===== src/rtl/crt_pkg.sv =====
// ---------------------------------------------------------------------------
// crt_pkg : shared types and constants for the chunk request tracker
// Item and result layouts, opcodes, status codes, table geometry and small
// helpers for the per-row status search.
// ---------------------------------------------------------------------------
package crt_pkg;

	// table geometry: status kept as rows of 16 two-bit entries
	localparam int MAX_CHUNKS = 4096;
	localparam int SEQ_W      = $clog2(MAX_CHUNKS);
	localparam int ROW_ENT    = 16;
	localparam int ENT_W      = $clog2(ROW_ENT);
	localparam int STAT_W     = 2;
	localparam int ROW_DW     = ROW_ENT * STAT_W;
	localparam int ROWS       = MAX_CHUNKS / ROW_ENT;
	localparam int ROW_AW     = $clog2(ROWS);
	localparam int GRP_ENT    = 16;
	localparam int GROUPS     = ROWS / GRP_ENT;
	localparam int GRP_W      = $clog2(GROUPS);
	localparam int CNT_W      = SEQ_W + 1;

	localparam int TIME_W     = 32;
	localparam int MS_W       = 16;
	localparam int Q_W        = 24;
	localparam int LIFE_Q_W   = 27;
	localparam int LIFE_W     = 19;
	localparam int DVD_W      = 31;

	localparam logic [Q_W-1:0]      MIN_DEV_Q   = 24'd1280;
	localparam logic [LIFE_Q_W-1:0] MIN_LIFE_Q  = 27'd2560;
	localparam logic [LIFE_W-1:0]   MIN_LIFE_MS = 19'd10;

	localparam logic [MS_W-1:0] RESET_PAYLOAD  = 16'd1400;
	localparam logic [MS_W-1:0] RESET_MAX_RTT  = 16'd500;
	localparam logic [MS_W-1:0] RESET_INIT_RTT = 16'd500;

	// configuration register indexes
	localparam int CFG_IDX_W = 2;
	localparam logic [CFG_IDX_W-1:0] CFG_PAYLOAD  = 2'd0;
	localparam logic [CFG_IDX_W-1:0] CFG_MAX_RTT  = 2'd1;
	localparam logic [CFG_IDX_W-1:0] CFG_INIT_RTT = 2'd2;

	localparam logic [2:0] OP_MREQ    = 3'd0;
	localparam logic [2:0] OP_MDATA   = 3'd1;
	localparam logic [2:0] OP_REQNEXT = 3'd2;
	localparam logic [2:0] OP_CDATA   = 3'd3;
	localparam logic [2:0] OP_TMO     = 3'd4;

	localparam logic [STAT_W-1:0] ST_NOT_REQ = 2'd0;
	localparam logic [STAT_W-1:0] ST_REQ     = 2'd1;
	localparam logic [STAT_W-1:0] ST_RCVD    = 2'd2;
	localparam logic [STAT_W-1:0] ST_TMO     = 2'd3;

	typedef enum logic [2:0] {
		S_CLEAR,
		S_IDLE,
		S_DISP,
		S_DIV,
		S_SCAN,
		S_MOD,
		S_DEV,
		S_FIN
	} fsm_t;

	typedef struct packed {
		logic [2:0]        operation;
		logic [SEQ_W-1:0]  sequence_number;
		logic [TIME_W-1:0] now_ms;
		logic signed [31:0] file_size;
	} item_t;

	typedef struct packed {
		logic              issue_request;
		logic [SEQ_W-1:0]  request_sequence;
		logic [LIFE_W-1:0] lifetime_ms;
		logic              is_retransmission;
		logic              all_received;
		logic              file_error;
		logic              resend_manifest;
		logic              timed_out;
		logic [MS_W-1:0]   estimated_rtt_ms;
	} result_t;

	// commands to the estimator; when several are set, the first field wins
	typedef struct packed {
		logic load_init;
		logic load_manifest;
		logic chunk_est;
		logic chunk_dev;
		logic timeout;
	} est_ctl_t;

	// entries of a row that lie at or below the last chunk index
	function automatic logic [ROW_ENT-1:0] row_mask(input logic [ROW_AW-1:0] row,
			input logic [SEQ_W-1:0] last);
		logic [ROW_ENT-1:0] m;
		for (int k = 0; k < ROW_ENT; k++) begin
			m[k] = (row < last[SEQ_W-1:ENT_W]) ||
				((row == last[SEQ_W-1:ENT_W]) && (ENT_W'(k) <= last[ENT_W-1:0]));
		end
		return m;
	endfunction

	// entries still to request: never requested or timed out
	function automatic logic [ROW_ENT-1:0] pend_bits(input logic [ROW_DW-1:0] data,
			input logic [ROW_ENT-1:0] mask);
		logic [ROW_ENT-1:0] p;
		for (int k = 0; k < ROW_ENT; k++) begin
			p[k] = mask[k] && ((data[k*STAT_W +: STAT_W] == ST_NOT_REQ) ||
				(data[k*STAT_W +: STAT_W] == ST_TMO));
		end
		return p;
	endfunction

	function automatic logic [ENT_W-1:0] first_idx(input logic [ROW_ENT-1:0] bits);
		logic [ENT_W-1:0] idx;
		idx = '0;
		for (int k = ROW_ENT - 1; k >= 0; k--) begin
			if (bits[k]) begin
				idx = ENT_W'(k);
			end
		end
		return idx;
	endfunction

endpackage


===== src/rtl/crt_div.sv =====
// ---------------------------------------------------------------------------
// crt_div : restoring divider, one quotient bit per cycle
// Divides the file size by the payload size; done pulses with the quotient.
// ---------------------------------------------------------------------------
module crt_div (
	input  logic                        clk,
	input  logic                        arst_n,
	input  logic                        start,
	input  logic [crt_pkg::DVD_W-1:0]   dividend,
	input  logic [crt_pkg::MS_W-1:0]    divisor,
	output logic                        done,
	output logic [crt_pkg::DVD_W-1:0]   quot
);

	localparam int CNT_W = $clog2(crt_pkg::DVD_W);

	logic                        busy_q;
	logic                        done_q;
	logic [CNT_W-1:0]            cnt_q;
	logic [crt_pkg::DVD_W-1:0]   dvd_q;
	logic [crt_pkg::MS_W-1:0]    dvs_q;
	logic [crt_pkg::MS_W-1:0]    rem_q;
	logic [crt_pkg::MS_W:0]      trial;
	logic                        fits;

	assign trial = {rem_q, dvd_q[crt_pkg::DVD_W-1]};
	assign fits  = trial >= {1'b0, dvs_q};

	always_ff @(posedge clk or negedge arst_n) begin
		if (!arst_n) begin
			busy_q <= 1'b0;
			done_q <= 1'b0;
			cnt_q  <= '0;
		end else begin
			done_q <= 1'b0;
			if (start) begin
				busy_q <= 1'b1;
				cnt_q  <= '0;
			end else if (busy_q) begin
				cnt_q <= cnt_q + 1'b1;
				if (cnt_q == CNT_W'(crt_pkg::DVD_W - 1)) begin
					busy_q <= 1'b0;
					done_q <= 1'b1;
				end
			end
		end
	end

	always_ff @(posedge clk) begin
		if (start) begin
			dvd_q <= dividend;
			dvs_q <= divisor;
			rem_q <= '0;
		end else if (busy_q) begin
			rem_q <= fits ? crt_pkg::MS_W'(trial - {1'b0, dvs_q}) : trial[crt_pkg::MS_W-1:0];
			dvd_q <= {dvd_q[crt_pkg::DVD_W-2:0], fits};
		end
	end

	assign done = done_q;
	assign quot = dvd_q;

endmodule


===== config.mk =====
export PLATFORM = sky130hd
export DESIGN_NAME = crt_div
export DESIGN_NICKNAME = d
export VERILOG_FILES = /design/src/rtl/crt_pkg.sv /design/src/rtl/crt_div.sv
export SDC_FILE = /design/constraint.sdc
export NUM_CORES = 1
export LEC_CHECK = 0
export BUFFER_PORTS_ARGS = -buffer_cell sky130_fd_sc_hd__buf_4
export CORE_AREA = 10 10 85 161
export CTS_CLUSTER_SIZE = 40
export DETAILED_ROUTE_END_ITERATION = 12
export DIE_AREA = 0 0 95 171
export PLACE_DENSITY = 0.56
export SLEW_MARGIN = 20
export SYNTH_ARGS = -nofsm -noshare
export SYNTH_HDL_FRONTEND = slang
export SYNTH_SLANG_ARGS = --single-unit

===== constraint.sdc =====
create_clock -name clk -period 2 [get_ports clk]
set_input_delay 0.1 -clock clk [delete_from_list [all_inputs] [get_ports clk]]
set_output_delay 0.1 -clock clk [all_outputs]
set_load 0.02 [all_outputs]

==> impl_metrics.tcl <==
set metrics [dict create \
    worst_slack_ns -0.124 \
    fillers 1001 \
    synth_nets 411 \
    ys_seq_elements 70 \
    routed-via-count 3213 \
    slew_headroom_pct 48.6 \
    synth_area_leaders "edfxtp_1 37%, mux2_2 9.2%, dfxtp_1 8.5%" \
    slew_viol_final 0 \
    critPathCaptureType "flip-flop" \
    violations "negative setup slack" \
    initial_core_util_pct 34.0 \
    synthTopCellsByCount "47 x edfxtp_1, 31 x mux2_2, 26 x nor2_1" \
    vias_per_cell 4.97 \
    hpwl_mm 7.59 \
    final_hold_viol_count 0 \
    p_total_mw 6.65 \
    synth_top_area_share_pct 37.3 \
    cts_buffer_depth 2 \
    crit_fanout 6 \
    core_area_sq_um 11100 \
    reg2regPathDepth 9 \
    synthArstFlopShare_pct 10.0 \
    dieArea_sq_um 16200 \
    avgSynthCellArea_sq_um 11.1 \
    holdPathEnd "quot[21]" \
    syn-cell-area_sq_um 3790 \
    outcome "complete, but fails checks" \
    cp_data_arrival_time_ns 2.36 \
    place.port_buffers 81 \
    path_class "reg2reg" \
    yosys_warnings 0 \
    drive_gt1_share_pct 50.2 \
    period_minus_slack_ns 2.12 \
    clk-insertion-delay-late_ns 0.33 \
    r2r_slack_ns -0.12 \
    antenna_left 0 \
    grt_max_degree 44 \
    area_growth_pct 55.8 \
    rr_startpoint "dvs_q[1]" \
    setup_viol 16 \
    synth-edff-count 47 \
    crit_required_ns 2.24 \
    max_slew.worst_pin.slew_ns 0.771 \
    root_buffer "clkbuf_16" \
    rsz0062_at_grt "yes" \
    period_share_pct 106 \
    cts_tree "built" \
    finClkSkew_ns 0.00570 \
    antenna_found_initial 0 \
    wl_per_cell_um 16.5 \
    first_pass_iters 4 \
    fmaxAchievable_ghz 0.471 \
    cts-htree-levels 3 \
    hp-start "dividend[21]" \
    r2r-end "rem_q[4]" \
    clk_pin_slew_ns 0.06 \
    nets 569 \
    groute.usage.overall_pct 13.3 \
    io-pin-count 82 \
    hold_path.class "in2reg" \
    grt_first_pass_wirelength_mm 17.2 \
    drc 0 \
    synth_cells 342 \
    die_h_um 171 \
    irDropWorstVdd_mv 0.611 \
    p_per_area_nw_per_um2 1130 \
    max-cap-violations 0 \
    die_w_um 95 \
    fin_setup_tns_ns -1.37 \
    yosysUniqueCellTypes 55 \
    cts.sinks 70 \
    drtIter0Drc 159 \
    yosysMostFrequentCell "edfxtp_1" \
    cp-start-kind "flip-flop" \
    seq_area_frac_synth_pct 50.3 \
    gp_congestion 0.801 \
    row_count 55 \
    grt_pass1_vias 3462 \
    diodes 0 \
    hold_depth 2 \
    p_leak_nw 2.52 \
    ys.flop_type "edfxtp_1" \
    wirelength_mm 10.6 \
    cts_buffers 9 \
    synth_top_cell_by_area "edfxtp_1" \
    overflow 0 \
]
==> cell type report <==
class	count	area, sq um	area share (%)
Clock buffer	9	225	3.82
Timing Repair Buffer	163	1310	22.2
Clock inverter	6	87.6	1.48
Tap cell	142	178	3.01
Sequential cell	70	1910	32.3
Multi-Input combinational cell	231	2100	35.6
Inverter	25	93.8	1.59
==> logic make-up (layout without fill, tap and decap cells) <==
logic type | after synthesis | count (layout) | share of synthesized area, %
DFF | 70 | 70 | 50.3
AOI/OAI and AO/OA | 76 | 76 | 14.0
buffers and inverters | 41 | 203 | 4.39
xor gates and xnor gates | 15 | 15 | 3.47
adders and majority gates | 19 | 19 | 6.47
and+or+nand+nor | 89 | 89 | 11.9
muxes | 32 | 32 | 9.48
==> metal layers <==
metal / part of all wire [%] / wire (um) / track usage, %
met1: 41 / 4380 / 15.8
met2: 53 / 5650 / 22.8
met3: 4.0 / 423 / 2.54
met4: 1.9 / 199 / 5.30
met5: 0 / 0 / 0
==> registers in the layout, indices dropped and copies added, names as in the netlist <==
register,flops
dvs_q,16
done,1
busy_q,1
rem_q,16
quot,31
cnt_q,5
==> worst max-delay path: stages, from the launching register on <==
cell and delay, ns:
edfxtp_1 0.36, inv_2 0.05, ha_4 0.27, nand2b_4 0.05, a2111o_1 0.38, and2_4 0.19, a21oi_4 0.26, buf_6 0.16
o21ai_2 0.05, a311oi_1 0.25
==> through the flow <==
step,hold slack (ns),cell area (sq um),util (%),worst slack [ns],cells
after detailed placement,-0.0824,5090,45.7,-0.289,611
after CTS,0.0563,5740,51.5,-0.117,644
after global placement,-0.0834,5090,45.7,-0.204,611
after global routing,0.0622,5900,52.9,-0.236,646
final,0.0659,5900,52.9,-0.124,646
after floorplan,-0.196,3890,-,-0.206,342
==> how the worst max path moves through the flow <==
stage,startpoint,to,cells after the start
3_5_place_dp,dvs_q[1],rem_q[3],9
6_report,dvs_q[1],rem_q[4],9
2_1_floorplan,quot[30],rem_q[14],9
4_1_cts,dvs_q[5],quot[0],8
3_3_place_gp,dvs_q[1],rem_q[2],9
5_1_grt,dvs_q[1],rem_q[4],9
==> placed cells by master (no fill, tap or decap), types with 3 or more instances in the layout <==
| cell type | instances |
|---|---|
| buf_4 | 139 |
| edfxtp_1 | 47 |
| mux2_2 | 30 |
| nor2_1 | 25 |
| inv_1 | 18 |
| dlygate4sd3_1 | 17 |
| nand2_1 | 16 |
| dfxtp_1 | 15 |
| a21oi_1 | 12 |
| xnor2_1 | 11 |
| ha_4 | 11 |
| clkbuf_16 | 9 |
| nand3_1 | 8 |
| inv_2 | 7 |
| o21ai_1 | 7 |
| ha_1 | 7 |
| dfrtp_1 | 7 |
| o21ai_2 | 6 |
| a311oi_1 | 6 |
| nor3b_1 | 5 |
| and3_1 | 5 |
| buf_6 | 5 |
| a21o_1 | 4 |
| nand4_1 | 4 |
| o21ai_0 | 4 |
| xor2_1 | 4 |
| a21oi_4 | 3 |
| nand3b_1 | 3 |
| a41oi_2 | 3 |
| o211a_1 | 3 |
| and2_1 | 3 |
| a31oi_4 | 3 |
| o31ai_1 | 3 |
==> power breakdown <==
part	internal, mW	leakage, nW	switching [mW]	total [mW]
clock network	1.08	0.155	0.621	1.71
registers	1.79	0.707	0.173	1.96
logic	1.58	1.65	1.40	2.98
total	4.46	2.52	2.19	6.65
==> repair_timing <==
action / CTS / global route
hold buffers: 17 / 0
pin swaps: 19 / 25
setup buffers: 1 / 3
cloned: 0 / 0
gates resized for setup: 38 / 25
endpoints found under the setup margin: 17 / 17
hold endpoints to repair: 23 / 0
No activity file was read; power rests on OpenSTA's default activity.
