[src/rtl/crt_pkg.sv]
// ---------------------------------------------------------------------------
// crt_pkg : shared types and constants for the chunk request tracker
// Item and result layouts, opcodes, status codes, table geometry and small
// helpers for the per-row status search.
// ---------------------------------------------------------------------------
package crt_pkg;

	// table geometry: status kept as rows of 16 two-bit entries
	localparam int MAX_CHUNKS = 4096;
	localparam int SEQ_W      = $clog2(MAX_CHUNKS);
	localparam int ROW_ENT    = 16;
	localparam int ENT_W      = $clog2(ROW_ENT);
	localparam int STAT_W     = 2;
	localparam int ROW_DW     = ROW_ENT * STAT_W;
	localparam int ROWS       = MAX_CHUNKS / ROW_ENT;
	localparam int ROW_AW     = $clog2(ROWS);
	localparam int GRP_ENT    = 16;
	localparam int GROUPS     = ROWS / GRP_ENT;
	localparam int GRP_W      = $clog2(GROUPS);
	localparam int CNT_W      = SEQ_W + 1;

	localparam int TIME_W     = 32;
	localparam int MS_W       = 16;
	localparam int Q_W        = 24;
	localparam int LIFE_Q_W   = 27;
	localparam int LIFE_W     = 19;
	localparam int DVD_W      = 31;

	localparam logic [Q_W-1:0]      MIN_DEV_Q   = 24'd1280;
	localparam logic [LIFE_Q_W-1:0] MIN_LIFE_Q  = 27'd2560;
	localparam logic [LIFE_W-1:0]   MIN_LIFE_MS = 19'd10;

	localparam logic [MS_W-1:0] RESET_PAYLOAD  = 16'd1400;
	localparam logic [MS_W-1:0] RESET_MAX_RTT  = 16'd500;
	localparam logic [MS_W-1:0] RESET_INIT_RTT = 16'd500;

	// configuration register indexes
	localparam int CFG_IDX_W = 2;
	localparam logic [CFG_IDX_W-1:0] CFG_PAYLOAD  = 2'd0;
	localparam logic [CFG_IDX_W-1:0] CFG_MAX_RTT  = 2'd1;
	localparam logic [CFG_IDX_W-1:0] CFG_INIT_RTT = 2'd2;

	localparam logic [2:0] OP_MREQ    = 3'd0;
	localparam logic [2:0] OP_MDATA   = 3'd1;
	localparam logic [2:0] OP_REQNEXT = 3'd2;
	localparam logic [2:0] OP_CDATA   = 3'd3;
	localparam logic [2:0] OP_TMO     = 3'd4;

	localparam logic [STAT_W-1:0] ST_NOT_REQ = 2'd0;
	localparam logic [STAT_W-1:0] ST_REQ     = 2'd1;
	localparam logic [STAT_W-1:0] ST_RCVD    = 2'd2;
	localparam logic [STAT_W-1:0] ST_TMO     = 2'd3;

	typedef enum logic [2:0] {
		S_CLEAR,
		S_IDLE,
		S_DISP,
		S_DIV,
		S_SCAN,
		S_MOD,
		S_DEV,
		S_FIN
	} fsm_t;

	typedef struct packed {
		logic [2:0]        operation;
		logic [SEQ_W-1:0]  sequence_number;
		logic [TIME_W-1:0] now_ms;
		logic signed [31:0] file_size;
	} item_t;

	typedef struct packed {
		logic              issue_request;
		logic [SEQ_W-1:0]  request_sequence;
		logic [LIFE_W-1:0] lifetime_ms;
		logic              is_retransmission;
		logic              all_received;
		logic              file_error;
		logic              resend_manifest;
		logic              timed_out;
		logic [MS_W-1:0]   estimated_rtt_ms;
	} result_t;

	// commands to the estimator; when several are set, the first field wins
	typedef struct packed {
		logic load_init;
		logic load_manifest;
		logic chunk_est;
		logic chunk_dev;
		logic timeout;
	} est_ctl_t;

	// entries of a row that lie at or below the last chunk index
	function automatic logic [ROW_ENT-1:0] row_mask(input logic [ROW_AW-1:0] row,
			input logic [SEQ_W-1:0] last);
		logic [ROW_ENT-1:0] m;
		for (int k = 0; k < ROW_ENT; k++) begin
			m[k] = (row < last[SEQ_W-1:ENT_W]) ||
				((row == last[SEQ_W-1:ENT_W]) && (ENT_W'(k) <= last[ENT_W-1:0]));
		end
		return m;
	endfunction

	// entries still to request: never requested or timed out
	function automatic logic [ROW_ENT-1:0] pend_bits(input logic [ROW_DW-1:0] data,
			input logic [ROW_ENT-1:0] mask);
		logic [ROW_ENT-1:0] p;
		for (int k = 0; k < ROW_ENT; k++) begin
			p[k] = mask[k] && ((data[k*STAT_W +: STAT_W] == ST_NOT_REQ) ||
				(data[k*STAT_W +: STAT_W] == ST_TMO));
		end
		return p;
	endfunction

	function automatic logic [ENT_W-1:0] first_idx(input logic [ROW_ENT-1:0] bits);
		logic [ENT_W-1:0] idx;
		idx = '0;
		for (int k = ROW_ENT - 1; k >= 0; k--) begin
			if (bits[k]) begin
				idx = ENT_W'(k);
			end
		end
		return idx;
	endfunction

endpackage

[src/rtl/crt_est.sv]
// ---------------------------------------------------------------------------
// crt_est : round trip estimate and deviation, unsigned Q16.8
// Sample saturation, smoothed estimate, deviation and timeout back-off.
// ---------------------------------------------------------------------------
module crt_est (
	input  logic                          clk,
	input  logic                          arst_n,
	input  crt_pkg::est_ctl_t             ctl,
	input  logic [crt_pkg::MS_W-1:0]      cfg_rtt,
	input  logic [crt_pkg::MS_W-1:0]      max_rtt,
	input  logic [crt_pkg::TIME_W-1:0]    now_ms,
	input  logic [crt_pkg::TIME_W-1:0]    then_ms,
	output logic [crt_pkg::Q_W-1:0]       est,
	output logic [crt_pkg::LIFE_Q_W-1:0]  life_q
);

	logic [crt_pkg::Q_W-1:0]    est_q;
	logic [crt_pkg::Q_W-1:0]    dev_q;
	logic [crt_pkg::Q_W-1:0]    sq_s1;
	logic [crt_pkg::TIME_W-1:0] delta;
	logic [crt_pkg::MS_W-1:0]   sample;
	logic [crt_pkg::Q_W-1:0]    sq;
	logic [crt_pkg::Q_W+1:0]    est_sum;
	logic [crt_pkg::Q_W-1:0]    diff;
	logic [crt_pkg::Q_W-1:0]    diff_min;
	logic [crt_pkg::Q_W+2:0]    dev_sum;
	logic [crt_pkg::Q_W:0]      est2;
	logic [crt_pkg::Q_W:0]      cap;

	assign delta   = now_ms - then_ms;
	assign sample  = (|delta[crt_pkg::TIME_W-1:crt_pkg::MS_W]) ? '1 : delta[crt_pkg::MS_W-1:0];
	assign sq      = {sample, 8'h00};
	// 3*est + sample, then /4
	assign est_sum = {2'b00, est_q} + {1'b0, est_q, 1'b0} + {2'b00, sq};
	assign diff    = (sq_s1 > est_q) ? sq_s1 - est_q : est_q - sq_s1;
	assign diff_min = (diff < crt_pkg::MIN_DEV_Q) ? crt_pkg::MIN_DEV_Q : diff;
	// 7*dev + diff, then /8
	assign dev_sum = {dev_q, 3'b000} - {3'b000, dev_q} + {3'b000, diff_min};
	assign est2    = {est_q, 1'b0};
	assign cap     = {1'b0, max_rtt, 8'h00};

	always_ff @(posedge clk or negedge arst_n) begin
		if (!arst_n) begin
			est_q <= {crt_pkg::RESET_INIT_RTT, 8'h00};
			dev_q <= '0;
			sq_s1 <= '0;
		end else begin
			priority if (ctl.load_init) begin
				est_q <= {cfg_rtt, 8'h00};
				dev_q <= '0;
			end else if (ctl.load_manifest) begin
				est_q <= sq;
				dev_q <= {1'b0, sample[crt_pkg::MS_W-1:1], 8'h00};
			end else if (ctl.chunk_est) begin
				est_q <= est_sum[crt_pkg::Q_W+1:2];
				sq_s1 <= sq;
			end else if (ctl.chunk_dev) begin
				dev_q <= dev_sum[crt_pkg::Q_W+2:3];
			end else if (ctl.timeout) begin
				est_q <= (est2 > cap) ? cap[crt_pkg::Q_W-1:0] : est2[crt_pkg::Q_W-1:0];
			end
		end
	end

	assign est    = est_q;
	assign life_q = {3'b000, est_q} + {1'b0, dev_q, 2'b00};

endmodule

[config.mk]
export PLATFORM = sky130hd
export DESIGN_NAME = crt_est
export DESIGN_NICKNAME = d
export VERILOG_FILES = /design/src/rtl/crt_pkg.sv /design/src/rtl/crt_est.sv
export SDC_FILE = /design/constraint.sdc
export NUM_CORES = 1
export LEC_CHECK = 0
export BUFFER_PORTS_ARGS = -buffer_cell sky130_fd_sc_hd__buf_2
export CAP_MARGIN = 5
export CORE_MARGIN = 2
export CORE_UTILIZATION = 60
export CTS_BUF_LIST = sky130_fd_sc_hd__clkbuf_8
export DETAILED_ROUTE_END_ITERATION = 10
export MAX_ROUTING_LAYER = met4
export PLACE_DENSITY = 0.9
export SLEW_MARGIN = 20
export SYNTH_ARGS = -nofsm -noshare
export SYNTH_HDL_FRONTEND = slang
export SYNTH_SLANG_ARGS = --single-unit
[constraint.sdc]
create_clock -name clk -period 10 [get_ports clk]
set_input_delay 1 -clock clk [delete_from_list [all_inputs] [get_ports clk]]
set_output_delay 1 -clock clk [all_outputs]
set_load 0.03 [all_outputs]
==> results.toml <==
[yosys]
synth_top_area_share_pct = 17.2
synth_area_leaders = "ha_1, dfrtp_1, fa_1"
synth_ff_type = "dfrtp_1"
synth-seq-area-share_pct = 13.5
synth_edf_count = 0
synthTopCellsByCount = "inv_1, ha_1, nor2_1, nand2_1, o21ai_0"
syn_area_per_cell_um2 = 7.52
syn_nets = 1891
ys_types = 93
async_flop_share_pct = 100
synthCells = 1583
synthesis.area_um2 = 11900
yosysTopAreaCell = "ha_1"
yosys_warnings = 0
synth_most_common_cell = "inv_1"
synth-seq-cells = 64

[global_routing]
grt_first_pass_wirelength_mm = 59.1
grt-ovfl-total = 0
track_usage_pct = 37.0
grt_max_degree = 65
antenna_found_initial = 0
grt_pass1_vias = 12100

[die]
rows = 51
die_h_um = 145
die_x_um = 145
initial_core_util_pct = 61.2
ioPinCount = 154
dieArea_um2 = 21000
coreArea_um2 = 19500

[pwr]
power_uw = 3970
pwr-share-seq_pct = 10.8
p_int_uw = 1720
peakVddDrop_mv = 0.160
leakagePower_uw = 0.00649
netSwitchingFraction_pct = 56.6
clock_power_share_pct = 6.1
combPwrFrac_pct = 83.1
power.switching_uw = 2250
power.density_nw_per_um2 = 304

[hold_path]
hold_path_class = "reg2reg"
hold_depth = 2

[run]
maxCapViolations = 0

[sta]
timing.final.crit_period_ps = 8040
hold_violations = 0
worstMarginPinSlew_ps = 1070
finalCritPeriodShare_pct = 80.4
setup_tns_ps = 0
rsz0062_at_grt = "false"
slew_headroom_pct = 28.4
max_freq_mhz = 124
setup_viol = 0
drv_slew = 0
skew_ps = 20.4

[status]
status = "completed"

[clock_tree]
clock_path_buffers = 2
clk_pin_slew_ps = 80
cts_buffers = 9
post_cts_buffers = 0
cts_tree = "built"
cts-root-buf = "clkbuf_8"
clk-insertion-delay-late_ps = 390
cts_resized = 0
cts_sinks = 64
cts_hold_buf = 0
cts-htree-levels = 3

[placed_design]
hpwl_mm = 30.2
place_congestion = 1.02
dp.cells = 1964
portBuffers = 153
post_dp_cell_area_um2 = 12900

[finish]
diodes = 0
design_area_um2 = 13100
layout.cells.non_filler = 1980
fin_util_pct = 67.1
nets = 2018
nFillCells = 1596
drive_gt1_share_pct = 13.0
syn_to_final_growth_pct = 9.69

[setup_path]
path_class = "in2reg"
required_ps = 10260
reg2regPathDepth = 27
worstSetupStartpointType = "primary input"
crit_buf_inv = 3
cp_max_fo = 6
cpPeakStageDelay_ps = 670
cp.depth = 30
path_delay_family = "compound AO/OA/AOI/OAI gates"
cpMaxStageDelayCell = "o41ai_1"
worstSetupEndpointType = "flip-flop"
crit_arrival_ps = 8300

[drt]
dr_total_vias = 12700
drt_wl_total_mm = 37.8
drc = 0
drt-pass1-iter-count = 6
ant_nets = 0
wl_per_cell_um = 19.1
drt_iter0_drc = 1227
routed_via_density = 6.41
==> cells by family (layout without fill, tap and decap cells) <==
kind of cell               count (synthesis)  after routing  share of synthesized area (%)
AOI/OAI and AO/OA                        484            484                           27.0
and+or+nand+nor                          470            470                           19.2
buffers and inverters                    259            391                           8.42
adders and majority gates                205            205                           24.1
xor gates and xnor gates                  75             75                           5.52
DFF                                       64             64                           13.5
muxes                                     26             26                           2.31
==> sequential cells by signal, summed over array words and instances (netlist names) <==
signal	cells
dev_q	24
est	24
sq_s1	16
==> power by group through the flow <==
stage / Sequential [µW] / Combinational, µW / Clock (µW)
4_1_cts: 422 / 3230 / 242
6_report: 429 / 3300 / 242
3_3_place_gp: 425 / 3090 / 0
5_1_grt: 433 / 3590 / 249
3_5_place_dp: 427 / 3200 / 0
2_1_floorplan: 399 / 2480 / 0
==> worst register-to-register path: stages, from the launching register on <==
cell and delay, ps:
dfrtp_1 600, inv_1 260, ha_1 530, a21oi_1 130
o21ai_1 340, a21oi_1 140, a31oi_2 470, nand2_2 380
mux4_2 500, nand3_1 80, or4_1 690, nor2_1 420
nor2_1 140, fa_1 390, ha_1 340, a21oi_1 160
nor2b_1 60, o21ai_0 140, nand2b_1 90, a21o_1 200
and2_1 170, o21a_1 210, or3_1 360, o21ai_4 250
o21ai_1 250, nor2_1 250, nor4b_1 80, a211o_1 300
==> metrics by stage <==
stage | worst slack [ps] | hold WS (ps)
after floorplan | 2930 | 454
after global placement | 1940 | 466
after detailed placement | 1690 | 475
after CTS | 2060 | 494
after global routing | 1460 | 544
final | 1960 | 503
==> cell type report <==
| class | count | area [µm²] | area share [%] |
|---|---|---|---|
| repair buffers | 159 | 811 | 6.21 |
| multi-input cells | 1260 | 9300 | 71.2 |
| clock inverters | 7 | 71.3 | 0.546 |
| clock buffers | 9 | 124 | 0.948 |
| well taps | 265 | 332 | 2.54 |
| inverters | 216 | 811 | 6.21 |
| flip-flops and latches | 64 | 1610 | 12.3 |
==> placed cells by master (no fill, tap or decap), types with 11 or more instances in the layout <==
cell,count
xnor2_1,54
or2_2,11
a211oi_1,16
nor3_1,41
fa_1,41
o211ai_1,21
or3_1,18
a21oi_1,95
o21ai_0,125
nand3_1,35
a211o_1,11
buf_2,153
nor2b_1,27
nand4_1,12
nand2b_1,25
dfrtp_1,58
nor2_1,127
a21o_1,31
nand2_1,125
a21boi_0,13
inv_1,216
ha_1,164
o21a_1,27
mux2i_1,23
o22ai_1,15
xor2_1,21
==> metal layers <==
layer	share of wire, %	vias to the layer above	global-route usage [%]	routed length, µm
met5	0	-	-	0
met4	4.3	0	16.4	1630
met3	11	137	7.27	4240
met2	45	758	58.0	17100
met1	39	5932	46.5	14800
li1	-	5867	-	-
==> final timing paths <==
kind | slack [ps] | start | to
worst min-delay path | 500 | sq_s1[23]$_DFFE_PN0P_ | sq_s1[23]$_DFFE_PN0P_
worst max-delay path | 1960 | now_ms[0] | est[23]$_DFFE_PN0P_
worst min register to register | 500 | sq_s1[23]$_DFFE_PN0P_ | sq_s1[23]$_DFFE_PN0P_
max in group asynchronous | 8570 | arst_n | dev_q[16]$_DFFE_PN0P_
min in group asynchronous | 810 | arst_n | est[2]$_DFFE_PN0P_
worst max register to register | 1970 | est[21]$_DFFE_PN0P_ | dev_q[15]$_DFFE_PN0P_
Note: power is estimated with default switching activity, not from simulation.
